File: src/sv/deq_pkg.sv
package deq_pkg;

    localparam int WORD_W        = 32;
    localparam int MAX_DEPTH     = 64;
    localparam int DEFAULT_DEPTH = 64;
    // Wide enough to hold a fill count of MAX_DEPTH
    localparam int CNT_W         = $clog2(MAX_DEPTH + 1);

    typedef enum logic [2:0] {
        OP_PUSH_FRONT = 3'd0,
        OP_PUSH_REAR  = 3'd1,
        OP_POP_FRONT  = 3'd2,
        OP_POP_REAR   = 3'd3,
        OP_LIST       = 3'd4
    } op_t;

    typedef enum logic [1:0] {
        ST_OK    = 2'd0,
        ST_EMPTY = 2'd1,
        ST_FULL  = 2'd2
    } status_t;

    // Command broadcast to every cell of the chain
    typedef enum logic [2:0] {
        CELL_HOLD,
        CELL_SHIFT_REAR,
        CELL_SHIFT_FRONT,
        CELL_LOAD_TAIL,
        CELL_ROTATE
    } cell_cmd_t;

    typedef struct packed {
        cell_cmd_t        cmd;
        logic [CNT_W-1:0] count;
    } cell_ctrl_t;

endpackage

File: src/sv/deq_cell.sv
module deq_cell #(
    parameter int IDX = 0
) (
    input  logic                       clk,
    input  deq_pkg::cell_ctrl_t        ctrl,
    input  logic [deq_pkg::WORD_W-1:0] value,
    input  logic [deq_pkg::WORD_W-1:0] left_data,
    input  logic [deq_pkg::WORD_W-1:0] right_data,
    input  logic [deq_pkg::WORD_W-1:0] wrap_data,
    output logic [deq_pkg::WORD_W-1:0] data
);
    import deq_pkg::*;

    localparam logic [CNT_W-1:0] IDX_C = CNT_W'(IDX);

    logic [WORD_W-1:0] data_reg;
    logic [WORD_W-1:0] data_next;
    logic [CNT_W-1:0]  tail;

    assign tail = ctrl.count - 1'b1;

    always_comb
    begin
        data_next = data_reg;
        unique case (ctrl.cmd)
            CELL_HOLD:        data_next = data_reg;
            CELL_SHIFT_REAR:  data_next = (IDX == 0) ? value : left_data;
            CELL_SHIFT_FRONT: data_next = right_data;
            CELL_LOAD_TAIL:
            begin
                if (IDX_C == ctrl.count)
                    data_next = value;
            end
            CELL_ROTATE:
            begin
                // the tail cell takes the old front, the rest move one toward the front
                if (IDX_C == tail)
                    data_next = wrap_data;
                else if (IDX_C < tail)
                    data_next = right_data;
            end
            default:          data_next = data_reg;
        endcase
    end

    always_ff @(posedge clk)
    begin
        data_reg <= data_next;
    end

    assign data = data_reg;

endmodule

File: config.mk
export PLATFORM = sky130hd
export DESIGN_NAME = deq_cell
export DESIGN_NICKNAME = d
export VERILOG_FILES = /design/src/sv/deq_pkg.sv /design/src/sv/deq_cell.sv
export SDC_FILE = /design/constraint.sdc
export NUM_CORES = 1
export LEC_CHECK = 0
export BUFFER_PORTS_ARGS = -buffer_cell sky130_fd_sc_hd__buf_4
export CAP_MARGIN = 40
export CORE_MARGIN = 10
export CORE_UTILIZATION = 35
export CTS_BUF_LIST = sky130_fd_sc_hd__clkbuf_4
export DETAILED_ROUTE_END_ITERATION = 12
export PLACE_DENSITY = 0.75
export SYNTH_ARGS = -nofsm -noshare
export SYNTH_HDL_FRONTEND = slang
export SYNTH_SLANG_ARGS = --single-unit
File: constraint.sdc
create_clock -name clk -period 6.2 [get_ports clk]
set_clock_uncertainty 0.15 [all_clocks]
set_input_delay 0.31 -clock clk [delete_from_list [all_inputs] [get_ports clk]]
set_output_delay 0.31 -clock clk [all_outputs]
set_load 0.02 [all_outputs]
==> summary.md <==
| Metric | Value |
|---|---|
| Clock network fraction of total power | `approximately 17%` |
| HPWL Detailed | `8.98 mm` |
| Hold-fix buffers at CTS | `0` |
| Worst-Margin Slew | `0.840 ns` |
| Crit. End Element | `flip-flop` |
| Global-route wire length before repair | `21.1 mm` |
| Int Pwr | `0.000448 W` |
| Die area | `13800 um2` |
| Post-CTS setup buffers | `0` |
| Core area | `slightly above 9000 um2` |
| Max reg flops | `32` |
| Placer Congestion | `0.813` |
| Syn_nets | `about 480` |
| TritonCTS clock tree | `yes` |
| Synth warnings | `0` |
| EDFF count, synth | `32` |
| Die extent in y | `between 100 and 150 um` |
| Clock transition at path regs | `0.12 ns` |
| Lkg Pwr | `about 1.8 nW` |
| Max-slew violations | `0` |
| Die X | `117 um` |
| Nets@finish | `583` |
| Sequential power share | `40.5%` |
| Ys flop type | `edfxtp_1` |
| Vias per cell | `6.55` |
| TNS Setup | `0 ns` |
| Max-Cap Viols | `0` |
| Status | `complete, no violations` |
| Pwr dens | `approximately 160 nW/um2` |
| Total grt overflow | `0` |
| GRT Total Usage | `~18%` |
| DRT iter0 DRCs | `between 400 and 500` |
| Top Ports | `about 170` |
| 1st-pass router iterations | `6` |
| Final setup viols | `0` |
| Netlist cell types | `33` |
| Fin cells | `572` |
| Slew margin rel. | `43.7%` |
| Req. time, crit path | `roughly 6.1 ns` |
| RSZ-0062 raised after global routing | `no` |
| Mean Syn Cell Area | `9.85 um2` |
| Ys async rst share | `0%` |
| Crit path DAT | `2.90 ns` |
| Synth Instances | `337` |
| Antenna Nets Post-Route | `0` |
| Core Util, Final | `48.1%` |
| Critical path type | `input pin to flip-flop` |
| Clk root buf | `clkbuf_4` |
| Initial Utilization | `35.9%` |
| Vias in the first global route | `between 3000 and 4000` |
| Via count | `3744` |
| CP max FO | `33` |
| Clock Tree Buf Depth | `2` |
| Worst setup SP type | `input pin` |
| Most frequent cells in the layout | `buf_4 (145), a221oi_1 (64), nand2_1 (34)` |
| Placed instance count | `564` |
| Min-delay worst type | `input pin to flip-flop` |
| Synthesized flop and latch total | `32` |
| DRC Markers | `0` |
| Initial antenna violation count | `1` |
| H-tree depth | `2` |
| Switch share | `roughly a third` |
| Num Clock Sinks | `32` |
| Commonest non-fill, non-tap cell in the layout | `buf_4` |
| Seq/Total Area, Yosys | `28.9%` |
| Num CTS Buffers | `5` |
| Num rows | `35` |
| Switch Pwr | `about 0.00024 W` |
| Gate power share | `between 40% and 50%` |
| DRT Wirelength | `13.4 mm` |
| P&R area growth vs syn | `34.0%` |
| Netlist Area Pre-Place | `3320 um2` |
| Worst vdd ir | `0.0000702 V` |
| Fillers | `868` |
| Top achievable clock speed | `between 300 and 400 MHz` |
| Largest net degree at the start of global routing | `65` |
| Final hold vios | `0` |
| Final Critical Period | `3.00 ns` |
| Tcrit/Tclk final | `48.4%` |
| Post-CTS Resized | `0` |
| # port buffers | `138` |
| Avg WL per Cell | `23.4 um` |
| Fraction of layout cells with a size suffix above 1 | `43.7%` |
[stage by stage]
| stage | cell area, um2 | hold slack, ns | power [W] | setup WS [ns] |
|---|---|---|---|---|
| floorplan | 3320 | 0.364 | 0.000435 | 2.57 |
| global placement | 4320 | 0.467 | 0.000562 | 2.70 |
| detailed placement | 4400 | 0.475 | 0.000576 | 2.83 |
| CTS | 4450 | 0.113 | 0.000695 | 3.20 |
| global route | 4450 | 0.125 | 0.000723 | 3.08 |
| finish | 4450 | 0.125 | 0.000692 | 3.20 |
[layer usage]
layer,track usage [%],wire length (um),up-vias
li1,-,-,1680
met1,21.1,5220,1816
met2,31.3,6800,226
met3,3.50,1080,22
met4,6.89,275,0
met5,0,0,-
[power by group through the flow]
stage | Sequential, W | Combinational, W | Clock (W)
2_1_floorplan | 0.000319 | 0.000116 | 0
3_3_place_gp | 0.000285 | 0.000277 | 0
3_5_place_dp | 0.000285 | 0.000291 | 0
4_1_cts | 0.000281 | 0.000291 | 0.000123
5_1_grt | 0.000284 | 0.000311 | 0.000128
6_report | 0.000281 | 0.000291 | 0.000120
[cell usage after synthesis, types with 2 or more instances]
| library cell | instances | area (um2) |
|---|---|---|
| buf_12 | 3 | 60.1 |
| nand2_1 | 34 | 128 |
| clkbuf_1 | 29 | 109 |
| o211ai_2 | 29 | 363 |
| edfxtp_1 | 32 | 961 |
| nor3_1 | 3 | 15.0 |
| o211ai_1 | 3 | 22.5 |
| ha_1 | 2 | 25.0 |
| a2bb2oi_1 | 32 | 280 |
| nor2_1 | 4 | 15.0 |
| inv_1 | 4 | 15.0 |
| buf_2 | 16 | 80.1 |
| a221oi_1 | 64 | 561 |
| o311ai_0 | 24 | 210 |
| and3_1 | 32 | 200 |
| o311ai_1 | 8 | 70.1 |
| buf_4 | 2 | 15.0 |
[worst paths after layout]
check	startpoint	end	cells after the start
setup / recovery	ctrl[1]	data[14]	9
hold / removal	value[6]	data[6]	3
[final cells by class]
cell class	instances	area [um2]	share of cell area [%]
inverters	4	15.0	0.338
flip-flops and latches	32	961	21.6
clock inverters	2	7.51	0.169
multi-input cells	250	2090	47.1
repair buffers	149	1170	26.3
clock buffers	5	37.5	0.844
diodes	1	2.50	0.0563
well taps	129	161	3.63
[cell families (layout without fill, tap and decap cells)]
| family | after synthesis | count (layout) | synth area share (%) |
|---|---|---|---|
| adder cells (fa/ha/maj) | 2 | 2 | 0.754 |
| AO/OA/AOI/OAI | 167 | 167 | 48.7 |
| other | 0 | 1 | 0 |
| buffers and inverters | 55 | 160 | 8.74 |
| flip-flops | 32 | 32 | 28.9 |
| AND/OR/NAND/NOR | 81 | 81 | 12.9 |
[critical path, cell delays in order]
cell and delay [ns]:
buf_4 0.13, inv_1 0.07, ha_1 0.29, o21bai_4 0.19, a2111oi_4 0.08, buf_4 0.26, o31a_4 0.62, a21oi_4 0.68
buf_16 0.23
Note: power is estimated with default switching activity, not from simulation.
